## config.mk

```make
export PLATFORM = sky130hd
export DESIGN_NAME = text_to_signed_integer_flat
export DESIGN_NICKNAME = d
export VERILOG_FILES = /design/src/tti_pkg.sv /design/src/tti_req_if.sv /design/src/tti_rsp_if.sv /design/src/text_to_signed_integer.sv /design/src/tti_csr.sv /design/src/tti_digit.sv /design/src/tti_parser.sv /design/src/flat_wrapper.sv
export VERILOG_INCLUDE_DIRS = /design/src /design/src/src
export SDC_FILE = /design/constraint.sdc
export NUM_CORES = 2
export LEC_CHECK = 0
export BUFFER_PORTS_ARGS = -buffer_cell sky130_fd_sc_hd__buf_2
export CORE_MARGIN = 3
export CORE_UTILIZATION = 47
export DETAILED_ROUTE_END_ITERATION = 10
export GPL_TIMING_DRIVEN = 0
export SYNTH_ARGS = -nofsm -noshare
export SYNTH_HDL_FRONTEND = slang
export SYNTH_SLANG_ARGS = --single-unit
export TNS_END_PERCENT = 30
```

## constraint.sdc

```tcl
create_clock -name clock -period 21.2 [get_ports clock]
set_input_delay 2.12 -clock clock [delete_from_list [all_inputs] [get_ports clock]]
set_output_delay 2.12 -clock clock [all_outputs]
set_load 0.01 [all_outputs]
```

## src/text_to_signed_integer_assert.svh

```systemverilog
// assertion macros for the text to signed integer converter
// no dependencies; included by the modules that check their own logic
`ifndef TEXT_TO_SIGNED_INTEGER_ASSERT_SVH
`define TEXT_TO_SIGNED_INTEGER_ASSERT_SVH

`ifndef SYNTHESIS

`define TTI_ASSERT(label, clk, rst, prop) \
   label: assert property (@(posedge clk) disable iff (rst) (prop)) \
      else $error("tti assertion failed");

`define TTI_ASSERT_IMPLY(label, clk, rst, pre, post) \
   label: assert property (@(posedge clk) disable iff (rst) (pre) |-> (post)) \
      else $error("tti assertion failed");

`define TTI_ASSERT_NEXT(label, clk, rst, pre, post) \
   label: assert property (@(posedge clk) disable iff (rst) (pre) |=> (post)) \
      else $error("tti assertion failed");

`else

`define TTI_ASSERT(label, clk, rst, prop)

`define TTI_ASSERT_IMPLY(label, clk, rst, pre, post)

`define TTI_ASSERT_NEXT(label, clk, rst, pre, post)

`endif

`endif

```

## src/tti_pkg.sv

```systemverilog
// types and constants shared by the text to signed integer converter
// no dependencies
`timescale 1ns / 1ps
`default_nettype none

package tti_pkg;

   typedef enum logic [2:0] {
      PH_DONE,
      PH_LEAD,
      PH_SIGNED,
      PH_ZERO,
      PH_DIGITS
   } phase_type;

   localparam logic [1:0] STATUS_OK       = 2'd0;
   localparam logic [1:0] STATUS_BAD_BASE = 2'd1;
   localparam logic [1:0] STATUS_RANGE    = 2'd2;

   localparam logic [1:0] CSR_NUMBER_BASE   = 2'd0;
   localparam logic [1:0] CSR_LOWEST_VALUE  = 2'd1;
   localparam logic [1:0] CSR_HIGHEST_VALUE = 2'd2;
   localparam logic [1:0] CSR_DIGIT_LIMIT   = 2'd3;

   localparam logic [7:0] CHAR_TAB     = 8'h09;
   localparam logic [7:0] CHAR_SPACE   = 8'h20;
   localparam logic [7:0] CHAR_PLUS    = 8'h2B;
   localparam logic [7:0] CHAR_MINUS   = 8'h2D;
   localparam logic [7:0] CHAR_ZERO    = 8'h30;
   localparam logic [7:0] CHAR_NINE    = 8'h39;
   localparam logic [7:0] CHAR_UPPER_A = 8'h41;
   localparam logic [7:0] CHAR_UPPER_X = 8'h58;
   localparam logic [7:0] CHAR_UPPER_Z = 8'h5A;
   localparam logic [7:0] CHAR_LOWER_A = 8'h61;
   localparam logic [7:0] CHAR_LOWER_X = 8'h78;
   localparam logic [7:0] CHAR_LOWER_Z = 8'h7A;

   localparam logic [5:0] BASE_DETECT  = 6'd0;
   localparam logic [5:0] BASE_UNARY   = 6'd1;
   localparam logic [5:0] BASE_OCTAL   = 6'd8;
   localparam logic [5:0] BASE_DECIMAL = 6'd10;
   localparam logic [5:0] BASE_HEX     = 6'd16;
   localparam logic [5:0] BASE_MAX     = 6'd36;

   localparam logic [5:0] LETTER_OFFSET = 6'd10;
   localparam logic [5:0] DIGIT_NONE    = 6'd36;

   localparam logic [63:0] RESET_LOWEST_VALUE  = 64'h8000_0000_0000_0000;
   localparam logic [62:0] RESET_HIGHEST_VALUE = 63'h7FFF_FFFF_FFFF_FFFF;
   localparam logic [6:0]  RESET_DIGIT_LIMIT   = 7'd64;

   typedef struct packed {
      logic [5:0]  number_base;
      logic [63:0] lowest_value;
      logic [62:0] highest_value;
      logic [6:0]  digit_limit;
   } cfg_type;

   typedef struct packed {
      logic        stop;
      logic        range_error;
      logic [63:0] next_acc;
   } digit_type;

   typedef struct packed {
      logic        emit;
      logic [1:0]  status;
      logic [63:0] value;
      logic [15:0] chars_consumed;
   } result_type;

endpackage

`default_nettype wire

```

## src/tti_req_if.sv

```systemverilog
// input channel: one character per item with a string start flag
// no dependencies
`timescale 1ns / 1ps
`default_nettype none

interface tti_req_if;
   logic       valid;
   logic       ready;
   logic       string_start;
   logic [7:0] character;

   modport source (output valid, output string_start, output character, input ready);
   modport sink (input valid, input string_start, input character, output ready);
endinterface

`default_nettype wire

```

## src/tti_rsp_if.sv

```systemverilog
// result channel: status, signed value and characters consumed per string
// no dependencies
`timescale 1ns / 1ps
`default_nettype none

interface tti_rsp_if;
   logic               valid;
   logic               ready;
   logic [1:0]         status;
   logic signed [63:0] value;
   logic [15:0]        chars_consumed;

   modport source (output valid, output status, output value, output chars_consumed,
                   input ready);
   modport sink (input valid, input status, input value, input chars_consumed,
                 output ready);
endinterface

`default_nettype wire

```

## src/text_to_signed_integer.sv

```systemverilog
// Streaming strtoll-style converter. One character is accepted per cycle on req_chan; the
// string_start flag opens a new string. Leading blanks, one sign and a radix prefix are
// consumed, then digits are accumulated until the first non-digit (NUL included), and one
// result per string appears on rsp_chan: the terminating character passes an input
// register, then the parse state machine with its 64 by 6 multiply-accumulate and bound
// compare, then the result register. Throughput is one item per cycle; a held result
// stalls only a character that produces another result. Bad base reports at the string
// start character. The user must write configuration registers through the csr_ port only
// while no string is in flight (not enforced). number_base is sampled at string start.
// depends on tti_pkg, tti_req_if, tti_rsp_if, tti_csr, tti_parser and the assertion header
`timescale 1ns / 1ps
`default_nettype none

`include "text_to_signed_integer_assert.svh"

module text_to_signed_integer
   import tti_pkg::*;
#(
   parameter int unsigned POSITION_BITS = 16
) (
   input  wire logic        clock,
   input  wire logic        reset,
   tti_req_if.sink          req_chan,
   tti_rsp_if.source        rsp_chan,
   input  wire logic        csr_write_enable,
   input  wire logic [1:0]  csr_index,
   input  wire logic [63:0] csr_write_data
);

   cfg_type    cfg;
   result_type res;

   logic       in_valid_ff;
   logic       in_start_ff;
   logic [7:0] in_char_ff;
   logic       step;
   logic       rsp_valid_ff;
   logic [1:0] rsp_status_ff;
   logic [63:0] rsp_value_ff;
   logic [15:0] rsp_chars_ff;

   tti_csr u_csr (
      .clock            (clock),
      .reset            (reset),
      .csr_write_enable (csr_write_enable),
      .csr_index        (csr_index),
      .csr_write_data   (csr_write_data),
      .cfg              (cfg)
   );

   tti_parser #(
      .POSITION_BITS (POSITION_BITS)
   ) u_parser (
      .clock        (clock),
      .reset        (reset),
      .step         (step),
      .string_start (in_start_ff),
      .character    (in_char_ff),
      .cfg          (cfg),
      .res          (res)
   );

   assign step = in_valid_ff && (!rsp_valid_ff || rsp_chan.ready || !res.emit);
   assign req_chan.ready = !in_valid_ff || step;

   always_ff @(posedge clock) begin
      if (reset) begin
         in_valid_ff <= 1'b0;
      end else if (req_chan.ready) begin
         in_valid_ff <= req_chan.valid;
      end
   end

   always_ff @(posedge clock) begin
      if (req_chan.ready && req_chan.valid) begin
         in_start_ff <= req_chan.string_start;
         in_char_ff <= req_chan.character;
      end
   end

   always_ff @(posedge clock) begin
      if (reset) begin
         rsp_valid_ff <= 1'b0;
      end else if (step && res.emit) begin
         rsp_valid_ff <= 1'b1;
      end else if (rsp_chan.ready) begin
         rsp_valid_ff <= 1'b0;
      end
   end

   always_ff @(posedge clock) begin
      if (step && res.emit) begin
         rsp_status_ff <= res.status;
         rsp_value_ff <= res.value;
         rsp_chars_ff <= res.chars_consumed;
      end
   end

   assign rsp_chan.valid = rsp_valid_ff;
   assign rsp_chan.status = rsp_status_ff;
   assign rsp_chan.value = rsp_value_ff;
   assign rsp_chan.chars_consumed = rsp_chars_ff;

   `TTI_ASSERT_IMPLY(a_no_overwrite, clock, reset, rsp_valid_ff && !rsp_chan.ready, !(step && res.emit))
   `TTI_ASSERT_IMPLY(a_bad_base_zero, clock, reset, rsp_valid_ff && rsp_status_ff == STATUS_BAD_BASE, rsp_value_ff == 64'd0 && rsp_chars_ff == 16'd0)
   `TTI_ASSERT_IMPLY(a_status_known, clock, reset, rsp_valid_ff, rsp_status_ff == STATUS_OK || rsp_status_ff == STATUS_BAD_BASE || rsp_status_ff == STATUS_RANGE)

endmodule

`default_nettype wire

```

## src/tti_csr.sv

```systemverilog
// configuration registers: base, bounds and digit limit
// depends on tti_pkg
`timescale 1ns / 1ps
`default_nettype none

module tti_csr
   import tti_pkg::*;
(
   input  wire logic        clock,
   input  wire logic        reset,
   input  wire logic        csr_write_enable,
   input  wire logic [1:0]  csr_index,
   input  wire logic [63:0] csr_write_data,
   output cfg_type          cfg
);

   cfg_type cfg_ff;
   cfg_type cfg_in;

   always_comb begin
      cfg_in = cfg_ff;
      if (csr_write_enable) begin
         case (csr_index)
            CSR_NUMBER_BASE:   cfg_in.number_base = csr_write_data[5:0];
            CSR_LOWEST_VALUE:  cfg_in.lowest_value = csr_write_data;
            CSR_HIGHEST_VALUE: cfg_in.highest_value = csr_write_data[62:0];
            CSR_DIGIT_LIMIT:   cfg_in.digit_limit = csr_write_data[6:0];
            default:           cfg_in = cfg_ff;
         endcase
      end
   end

   always_ff @(posedge clock) begin
      if (reset) begin
         cfg_ff.number_base <= BASE_DECIMAL;
         cfg_ff.lowest_value <= RESET_LOWEST_VALUE;
         cfg_ff.highest_value <= RESET_HIGHEST_VALUE;
         cfg_ff.digit_limit <= RESET_DIGIT_LIMIT;
      end else begin
         cfg_ff <= cfg_in;
      end
   end

   assign cfg = cfg_ff;

endmodule

`default_nettype wire

```

## src/tti_digit.sv

```systemverilog
// digit decode, multiply-accumulate and range check for one character
// depends on tti_pkg
`timescale 1ns / 1ps
`default_nettype none

module tti_digit
   import tti_pkg::*;
(
   input  wire logic [7:0]  character,
   input  wire logic [5:0]  base,
   input  wire logic [63:0] acc,
   input  wire logic [6:0]  digit_count,
   input  wire logic        negative,
   input  cfg_type          cfg,
   output digit_type        digit
);

   logic [5:0]  digit_value;
   logic [69:0] product;
   logic [70:0] sum;
   logic [63:0] bound;

   always_comb begin
      if (character inside {[CHAR_ZERO:CHAR_NINE]}) begin
         digit_value = 6'(character - CHAR_ZERO);
      end else if (character inside {[CHAR_LOWER_A:CHAR_LOWER_Z]}) begin
         digit_value = 6'(character - CHAR_LOWER_A) + LETTER_OFFSET;
      end else if (character inside {[CHAR_UPPER_A:CHAR_UPPER_Z]}) begin
         digit_value = 6'(character - CHAR_UPPER_A) + LETTER_OFFSET;
      end else begin
         digit_value = DIGIT_NONE;
      end
   end

   assign product = {6'd0, acc} * {64'd0, base};
   assign sum = {1'b0, product} + {65'd0, digit_value};
   assign bound = negative ? (64'd0 - cfg.lowest_value) : {1'b0, cfg.highest_value};

   assign digit.stop = (digit_value >= base);
   assign digit.range_error = (|sum[70:64]) || (sum[63:0] > bound) ||
                              (digit_count >= cfg.digit_limit);
   assign digit.next_acc = sum[63:0];

endmodule

`default_nettype wire

```

## src/tti_parser.sv

```systemverilog
// parse state machine: blanks, sign, radix prefix and digit accumulation
// depends on tti_pkg, tti_digit and the assertion macro header
`timescale 1ns / 1ps
`default_nettype none

`include "text_to_signed_integer_assert.svh"

module tti_parser
   import tti_pkg::*;
#(
   parameter int unsigned POSITION_BITS = 16
) (
   input  wire logic       clock,
   input  wire logic       reset,
   input  wire logic       step,
   input  wire logic       string_start,
   input  wire logic [7:0] character,
   input  cfg_type         cfg,
   output result_type      res
);

   typedef enum logic [2:0] {
      ACT_NONE,
      ACT_BAD_BASE,
      ACT_BLANK,
      ACT_SIGN,
      ACT_ZERO,
      ACT_PREFIX_X,
      ACT_DIGIT
   } action_type;

   phase_type                phase_ff, phase_in;
   logic                     neg_ff, neg_in;
   logic [5:0]               base_ff, base_in;
   logic [63:0]              acc_ff, acc_in;
   logic [6:0]               count_ff, count_in;
   logic [POSITION_BITS-1:0] pos_ff, pos_in;

   phase_type                eff_phase;
   logic                     eff_neg;
   logic [5:0]               eff_base;
   logic [63:0]              eff_acc;
   logic [6:0]               eff_count;
   logic [POSITION_BITS-1:0] eff_pos;
   logic [POSITION_BITS-1:0] pos_next;
   logic                     bad_base;
   logic                     prefix_ok;
   logic [5:0]               digit_base;
   action_type               action;
   digit_type                digit;

   always_comb begin
      eff_phase = string_start ? PH_LEAD : phase_ff;
      eff_neg = string_start ? 1'b0 : neg_ff;
      eff_base = string_start ? cfg.number_base : base_ff;
      eff_acc = string_start ? 64'd0 : acc_ff;
      eff_count = string_start ? 7'd0 : count_ff;
      eff_pos = string_start ? '0 : pos_ff;
      bad_base = string_start &&
                 (cfg.number_base == BASE_UNARY || cfg.number_base > BASE_MAX);
      pos_next = (eff_pos == '1) ? eff_pos : eff_pos + 1'b1;
      prefix_ok = (eff_base == BASE_DETECT || eff_base == BASE_HEX) &&
                  (character == CHAR_ZERO);
   end

   // action and the base a digit is read in
   always_comb begin
      action = ACT_NONE;
      digit_base = eff_base;
      if (bad_base) begin
         action = ACT_BAD_BASE;
      end else begin
         case (eff_phase)
            PH_LEAD: begin
               if (character inside {CHAR_SPACE, CHAR_TAB}) begin
                  action = ACT_BLANK;
               end else if (character inside {CHAR_PLUS, CHAR_MINUS}) begin
                  action = ACT_SIGN;
               end else if (prefix_ok) begin
                  action = ACT_ZERO;
               end else begin
                  action = ACT_DIGIT;
                  digit_base = (eff_base == BASE_DETECT) ? BASE_DECIMAL : eff_base;
               end
            end
            PH_SIGNED: begin
               if (prefix_ok) begin
                  action = ACT_ZERO;
               end else begin
                  action = ACT_DIGIT;
                  digit_base = (eff_base == BASE_DETECT) ? BASE_DECIMAL : eff_base;
               end
            end
            PH_ZERO: begin
               if (character inside {CHAR_LOWER_X, CHAR_UPPER_X}) begin
                  action = ACT_PREFIX_X;
               end else begin
                  action = ACT_DIGIT;
                  digit_base = (eff_base == BASE_DETECT) ? BASE_OCTAL : eff_base;
               end
            end
            PH_DIGITS: action = ACT_DIGIT;
            default:   action = ACT_NONE;
         endcase
      end
   end

   tti_digit u_digit (
      .character   (character),
      .base        (digit_base),
      .acc         (eff_acc),
      .digit_count (eff_count),
      .negative    (eff_neg),
      .cfg         (cfg),
      .digit       (digit)
   );

   // next state
   always_comb begin
      case (action)
         ACT_BAD_BASE: phase_in = PH_DONE;
         ACT_BLANK:    phase_in = PH_LEAD;
         ACT_SIGN:     phase_in = PH_SIGNED;
         ACT_ZERO:     phase_in = PH_ZERO;
         ACT_PREFIX_X: phase_in = PH_DIGITS;
         ACT_DIGIT:    phase_in = (digit.stop || digit.range_error) ? PH_DONE : PH_DIGITS;
         default:      phase_in = phase_ff;
      endcase
   end

   // datapath and result
   always_comb begin
      neg_in = eff_neg;
      base_in = eff_base;
      acc_in = eff_acc;
      count_in = eff_count;
      pos_in = eff_pos;
      res.emit = 1'b0;
      res.status = STATUS_OK;
      res.value = 64'd0;
      res.chars_consumed = 16'(eff_pos);
      case (action)
         ACT_BAD_BASE: begin
            base_in = BASE_DETECT;
            res.emit = 1'b1;
            res.status = STATUS_BAD_BASE;
            res.chars_consumed = 16'd0;
         end
         ACT_BLANK: pos_in = pos_next;
         ACT_SIGN: begin
            neg_in = (character == CHAR_MINUS);
            pos_in = pos_next;
         end
         ACT_ZERO: pos_in = pos_next;
         ACT_PREFIX_X: begin
            base_in = BASE_HEX;
            pos_in = pos_next;
         end
         ACT_DIGIT: begin
            base_in = digit_base;
            if (digit.stop) begin
               res.emit = 1'b1;
               res.value = eff_neg ? (64'd0 - eff_acc) : eff_acc;
            end else if (digit.range_error) begin
               res.emit = 1'b1;
               res.status = STATUS_RANGE;
               res.value = eff_neg ? cfg.lowest_value : {1'b0, cfg.highest_value};
               res.chars_consumed = 16'(pos_next);
            end else begin
               acc_in = digit.next_acc;
               count_in = eff_count + 7'd1;
               pos_in = pos_next;
            end
         end
         default: res.emit = 1'b0;
      endcase
   end

   always_ff @(posedge clock) begin
      if (reset) begin
         phase_ff <= PH_DONE;
         neg_ff <= 1'b0;
         base_ff <= BASE_DETECT;
         acc_ff <= 64'd0;
         count_ff <= 7'd0;
         pos_ff <= '0;
      end else if (step) begin
         phase_ff <= phase_in;
         neg_ff <= neg_in;
         base_ff <= base_in;
         acc_ff <= acc_in;
         count_ff <= count_in;
         pos_ff <= pos_in;
      end
   end

   `TTI_ASSERT_NEXT(a_emit_ends_string, clock, reset, step && res.emit, phase_ff == PH_DONE)
   `TTI_ASSERT_IMPLY(a_digits_have_base, clock, reset, phase_ff == PH_DIGITS, base_ff >= 6'd2 && base_ff <= BASE_MAX)
   `TTI_ASSERT_IMPLY(a_zero_prefix_base, clock, reset, phase_ff == PH_ZERO, base_ff == BASE_DETECT || base_ff == BASE_HEX)

endmodule

`default_nettype wire
```

## src/flat_wrapper.sv

```systemverilog
// flat-port wrapper written by rule: the top's interface ports become plain ports
module text_to_signed_integer_flat import tti_pkg::*;
#(
   parameter int unsigned POSITION_BITS = 16
)
  (clock, reset, csr_write_enable, csr_index, csr_write_data, req_chan_valid, req_chan_string_start, req_chan_character, req_chan_ready, rsp_chan_valid, rsp_chan_status, rsp_chan_value, rsp_chan_chars_consumed, rsp_chan_ready);
  tti_req_if req_chan_i ();
  tti_rsp_if rsp_chan_i ();
  input  wire logic clock;
  input  wire logic reset;
  input  wire logic csr_write_enable;
  input  wire logic [1:0] csr_index;
  input  wire logic [63:0] csr_write_data;
  input wire logic [$bits(req_chan_i.valid)-1:0] req_chan_valid;
  input wire logic [$bits(req_chan_i.string_start)-1:0] req_chan_string_start;
  input wire logic [$bits(req_chan_i.character)-1:0] req_chan_character;
  output wire logic [$bits(req_chan_i.ready)-1:0] req_chan_ready;
  output wire logic [$bits(rsp_chan_i.valid)-1:0] rsp_chan_valid;
  output wire logic [$bits(rsp_chan_i.status)-1:0] rsp_chan_status;
  output wire logic [$bits(rsp_chan_i.value)-1:0] rsp_chan_value;
  output wire logic [$bits(rsp_chan_i.chars_consumed)-1:0] rsp_chan_chars_consumed;
  input wire logic [$bits(rsp_chan_i.ready)-1:0] rsp_chan_ready;
  assign req_chan_i.valid = req_chan_valid;
  assign req_chan_i.string_start = req_chan_string_start;
  assign req_chan_i.character = req_chan_character;
  assign req_chan_ready = req_chan_i.ready;
  assign rsp_chan_valid = rsp_chan_i.valid;
  assign rsp_chan_status = rsp_chan_i.status;
  assign rsp_chan_value = rsp_chan_i.value;
  assign rsp_chan_chars_consumed = rsp_chan_i.chars_consumed;
  assign rsp_chan_i.ready = rsp_chan_ready;
  text_to_signed_integer #(.POSITION_BITS(POSITION_BITS)) u_core (.clock(clock), .reset(reset), .req_chan(req_chan_i), .rsp_chan(rsp_chan_i), .csr_write_enable(csr_write_enable), .csr_index(csr_index), .csr_write_data(csr_write_data));
endmodule
```

==> summary.txt <==
Run status
  – Status: complete, but fails checks
  – Failing checks: capacitance limit, slew limit

Global route
  – First-pass GRT wire length: approximately 180000 um
  – Total global routing overflow: 0
  – Initial antenna violation count: 7
  – Vias in the first global route: between 20000 and 30000
  – All-Layer GR Usage: 0.330
  – Largest net degree at the start of global routing: 35

STA
  – Slew HR: -0.0299
  – Post-route minimum period: approximately 18000 ps
  – Fmax: roughly 0.055 GHz
  – Final setup fails: 0
  – Worst-Margin Slew: roughly 1500 ps
  – Final Hold Viols: 0
  – Final period util: 0.860
  – Final setup TNS: 0 ps
  – PnR worst setup slack: between 2000 and 3000 ps
  – Final setup skew: slightly below 50 ps
  – Pins over their slew limit: 23
  – Unrepaired setup endpoints after global routing: no
  – Worst Hold Margin: between 400 and 500 ps

Detailed routing
  – Final ANT Viol Nets: 0
  – Vias: roughly 30000
  – Drt wl/cell: about 24 um
  – Drt drc: 0
  – 1st-pass router iterations: 5
  – Detailed Route WL: between 100000 and 150000 um
  – Via density: around 6
  – Iter 0 DRT Violations: between 3000 and 4000

Floorplan
  – Ports: between 150 and 200
  – Row count: 95
  – Die Wd: approximately 270 um
  – Core area: roughly 67000 um^2
  – Starting density of the core: 0.476
  – Die Ht: around 270 um
  – Die area: roughly 70000 um^2

Power
  – Static Leak: 16.0 nW
  – Pwr dens: around 45 nW/um^2
  – Max rail drop VDD: 86.1 uV
  – Tot Pwr: ~0.0016 W

Clocking
  – Total CTS buffers: 40
  – Post-cts resize count: 0
  – Clock tree buffer depth: 3
  – CTS tree: done
  – Post-CTS Setup Inserts: 0
  – Worst-path clk slew: around 50 ps
  – Cts hold-fix bufs: 0
  – CTS root buffer: clkbuf_16
  – Worst skew pair latency: roughly 600 ps
  – CTS HTree Levels: 2
  – CTS Sinks: 330

Critical path
  – R2R setup slack: ~3700 ps
  – CP Capture Type: output port
  – CP arrival: roughly 16000 ps
  – Reg2reg start: u_core.in_start_ff
  – Worst r2r dst: u_core.u_parser.acc_ff[5]
  – CP Class: register to output port
  – CP top delay family: buffers and inverters
  – Startpoint Class: register
  – Buf+Inv Stages, Crit Path: 9
  – Required @ worst endpoint: about 19000 ps
  – R2R cell count: around 40
  – Largest stage delay on the critical path: about 1000 ps
  – Crit Path Max Fanout: 10
  – Slowest cell on crit path: buf_1

Layout
  – Sequential cell area: 7520 um^2
  – Post-route insts no fill: 4955
  – Share of cells above drive strength 1: 0.0725
  – Filler instances: between 6000 and 7000
  – Synth-to-Final Area Change: 10.6%
  – # nets final: around 4600
  – Multi-input logic area: about 23000 um^2

Logic synthesis
  – Cell variety after synth: 90
  – Synthesis Warnings: 0
  – Synth area leaders: fa_1 16%, dfxtp_1 15%, ha_1 9.4%, edfxtp_1 8.5%, nand2_1 6.5%
  – Asr flop ratio synth: 0
  – Synth Cell Area: between 30000 and 40000 um^2
  – Synth Instances: between 3000 and 4000
  – Largest area contributor in the netlist: fa_1
  – Synth Flop Type: dfxtp_1
  – Seq/Total Area, Yosys: 0.235
  – EDFF count, synth: 91
  – Mapped Nets: between 4000 and 5000
  – Yosys top cell area share: 0.158
  – FF+latch count, synth: 330
  – Synth Area per Inst: between 8 and 9 um^2

Min path
  – Hold Crit Start: u_core.u_csr.cfg[32]
  – Hold depth: 2
  – Hold EP: u_core.u_csr.cfg[32]
  – Tightest Hold Check Type: register to register

Run
  – Max cap viols: 2

Placed design
  – Hpwl dp: approximately 94000 um
  – Placed insts: 4879
  – Pre-CTS WS: 4220 ps
  – Buffers on Ports: approximately 160
  – RD Place Congestion: roughly 0.96
## tightest hold or removal path: stages (launching register included)
cell	delay, ps
dfxtp_1	310
nand2_1	50
nand3_1	70
## per-layer routing
layer	GRT usage	routed length, um
met4	0.129	5160
met5	0	24
met2	0.509	51800
met1	0.465	51200
met3	0.0522	10700
## flip-flops by register name, indices dropped and copies added (netlist names)
| name | flops |
|---|---|
| u_core.in_char_ff | 8 |
| u_core.in_valid_ff | 1 |
| u_core.u_parser.phase_ff | 3 |
| u_core.in_start_ff | 1 |
| u_core.u_parser.acc_ff | 64 |
| u_core.rsp_chan.valid | 1 |
| u_core.u_csr.cfg | 140 |
| u_core.u_parser.base_ff | 6 |
| u_core.u_parser.neg_ff | 1 |
| u_core.rsp_chan.value | 64 |
| u_core.rsp_chan.status | 2 |
| u_core.u_parser.count_ff | 7 |
| u_core.u_parser.pos_ff | 16 |
| u_core.rsp_chan.chars_consumed | 16 |
## stage by stage
stage | area (um^2) | util
2_1_floorplan | 32000 | -
3_3_place_gp | 33900 | 0.504
3_5_place_dp | 34000 | 0.505
4_1_cts | 35400 | 0.526
5_1_grt | 35400 | 0.526
6_report | 35400 | 0.526
## final cells by class
| class | instances | area share |
|---|---|---|
| repair buffers | 165 | 0.0246 |
| diodes | 1 | 0.0000707 |
| well taps | 873 | 0.0309 |
| clock inverters | 19 | 0.00682 |
| plain buffers | 284 | 0.0319 |
| clock buffers | 55 | 0.0331 |
| multi-input cells | 3060 | 0.642 |
| flip-flops and latches | 330 | 0.212 |
| inverters | 168 | 0.0178 |
## power by group
group	internal, W	switching [W]
Clock	0.000430	0.000306
Combinational	0.0000597	0.000124
Sequential	0.000661	0.0000124
## cells by family (layout without fill, tap and decap cells)
group | count (synthesis) | after routing | synth area share
DFF | 330 | 330 | 0.235
xor gates and xnor gates | 188 | 188 | 0.0514
other | 0 | 1 | 0
muxes | 35 | 35 | 0.0113
buffers and inverters | 452 | 691 | 0.0550
and+or+nand+nor | 1516 | 1516 | 0.235
AOI/OAI and AO/OA | 829 | 829 | 0.161
adders and majority gates | 492 | 492 | 0.251
## worst max-delay path by stage
stage | from | to | slack (ps) | cells past startpoint
after detailed placement | u_core.in_start_ff | req_chan_ready | 4220 | 38
after global routing | u_core.in_start_ff | req_chan_ready | 2860 | 38
final | u_core.in_start_ff | req_chan_ready | 2970 | 38
after floorplan | u_core.in_start_ff | u_core.rsp_chan.chars_consumed[0] | 7890 | 40
after CTS | u_core.in_start_ff | req_chan_ready | 3540 | 38
after global placement | u_core.in_start_ff | u_core.rsp_chan.value[46] | -750 | 40
## cell usage in the layout (no fill, tap or decap), types with 36 or more instances in the layout
master,synthesis,final
a21oi_1,346,346
a22o_1,69,69
and2_1,267,267
buf_2,22,183
clkbuf_1,223,230
clkbuf_16,0,43
dfxtp_1,239,239
edfxtp_1,91,91
fa_1,252,252
ha_1,240,240
inv_1,167,167
nand2_1,555,555
nand3_1,112,112
nand4_1,53,53
nor2_1,193,193
nor2b_1,97,96
nor3_1,51,51
nor4_1,36,36
o21ai_0,128,128
o22ai_1,63,63
or3_1,38,38
xnor2_1,88,88
xor2_1,100,100
## synthesized netlist by cell type (22+ instances only)
cell,number
inv_1,167
o21ai_0,128
a22o_1,69
xor2_1,100
nor2_1,193
or3_1,38
clkbuf_1,223
xnor2_1,88
edfxtp_1,91
nor3_1,51
ha_1,240
fa_1,252
nor4_1,36
dfxtp_1,239
mux2i_1,25
and2_1,267
nor2b_1,97
nand2_1,555
nand4_1,53
o22ai_1,63
a21oi_1,346
o31ai_1,22
buf_1,31
nand3_1,112
buf_2,22
nand2b_1,34
Note: power is estimated with default switching activity, not from simulation.
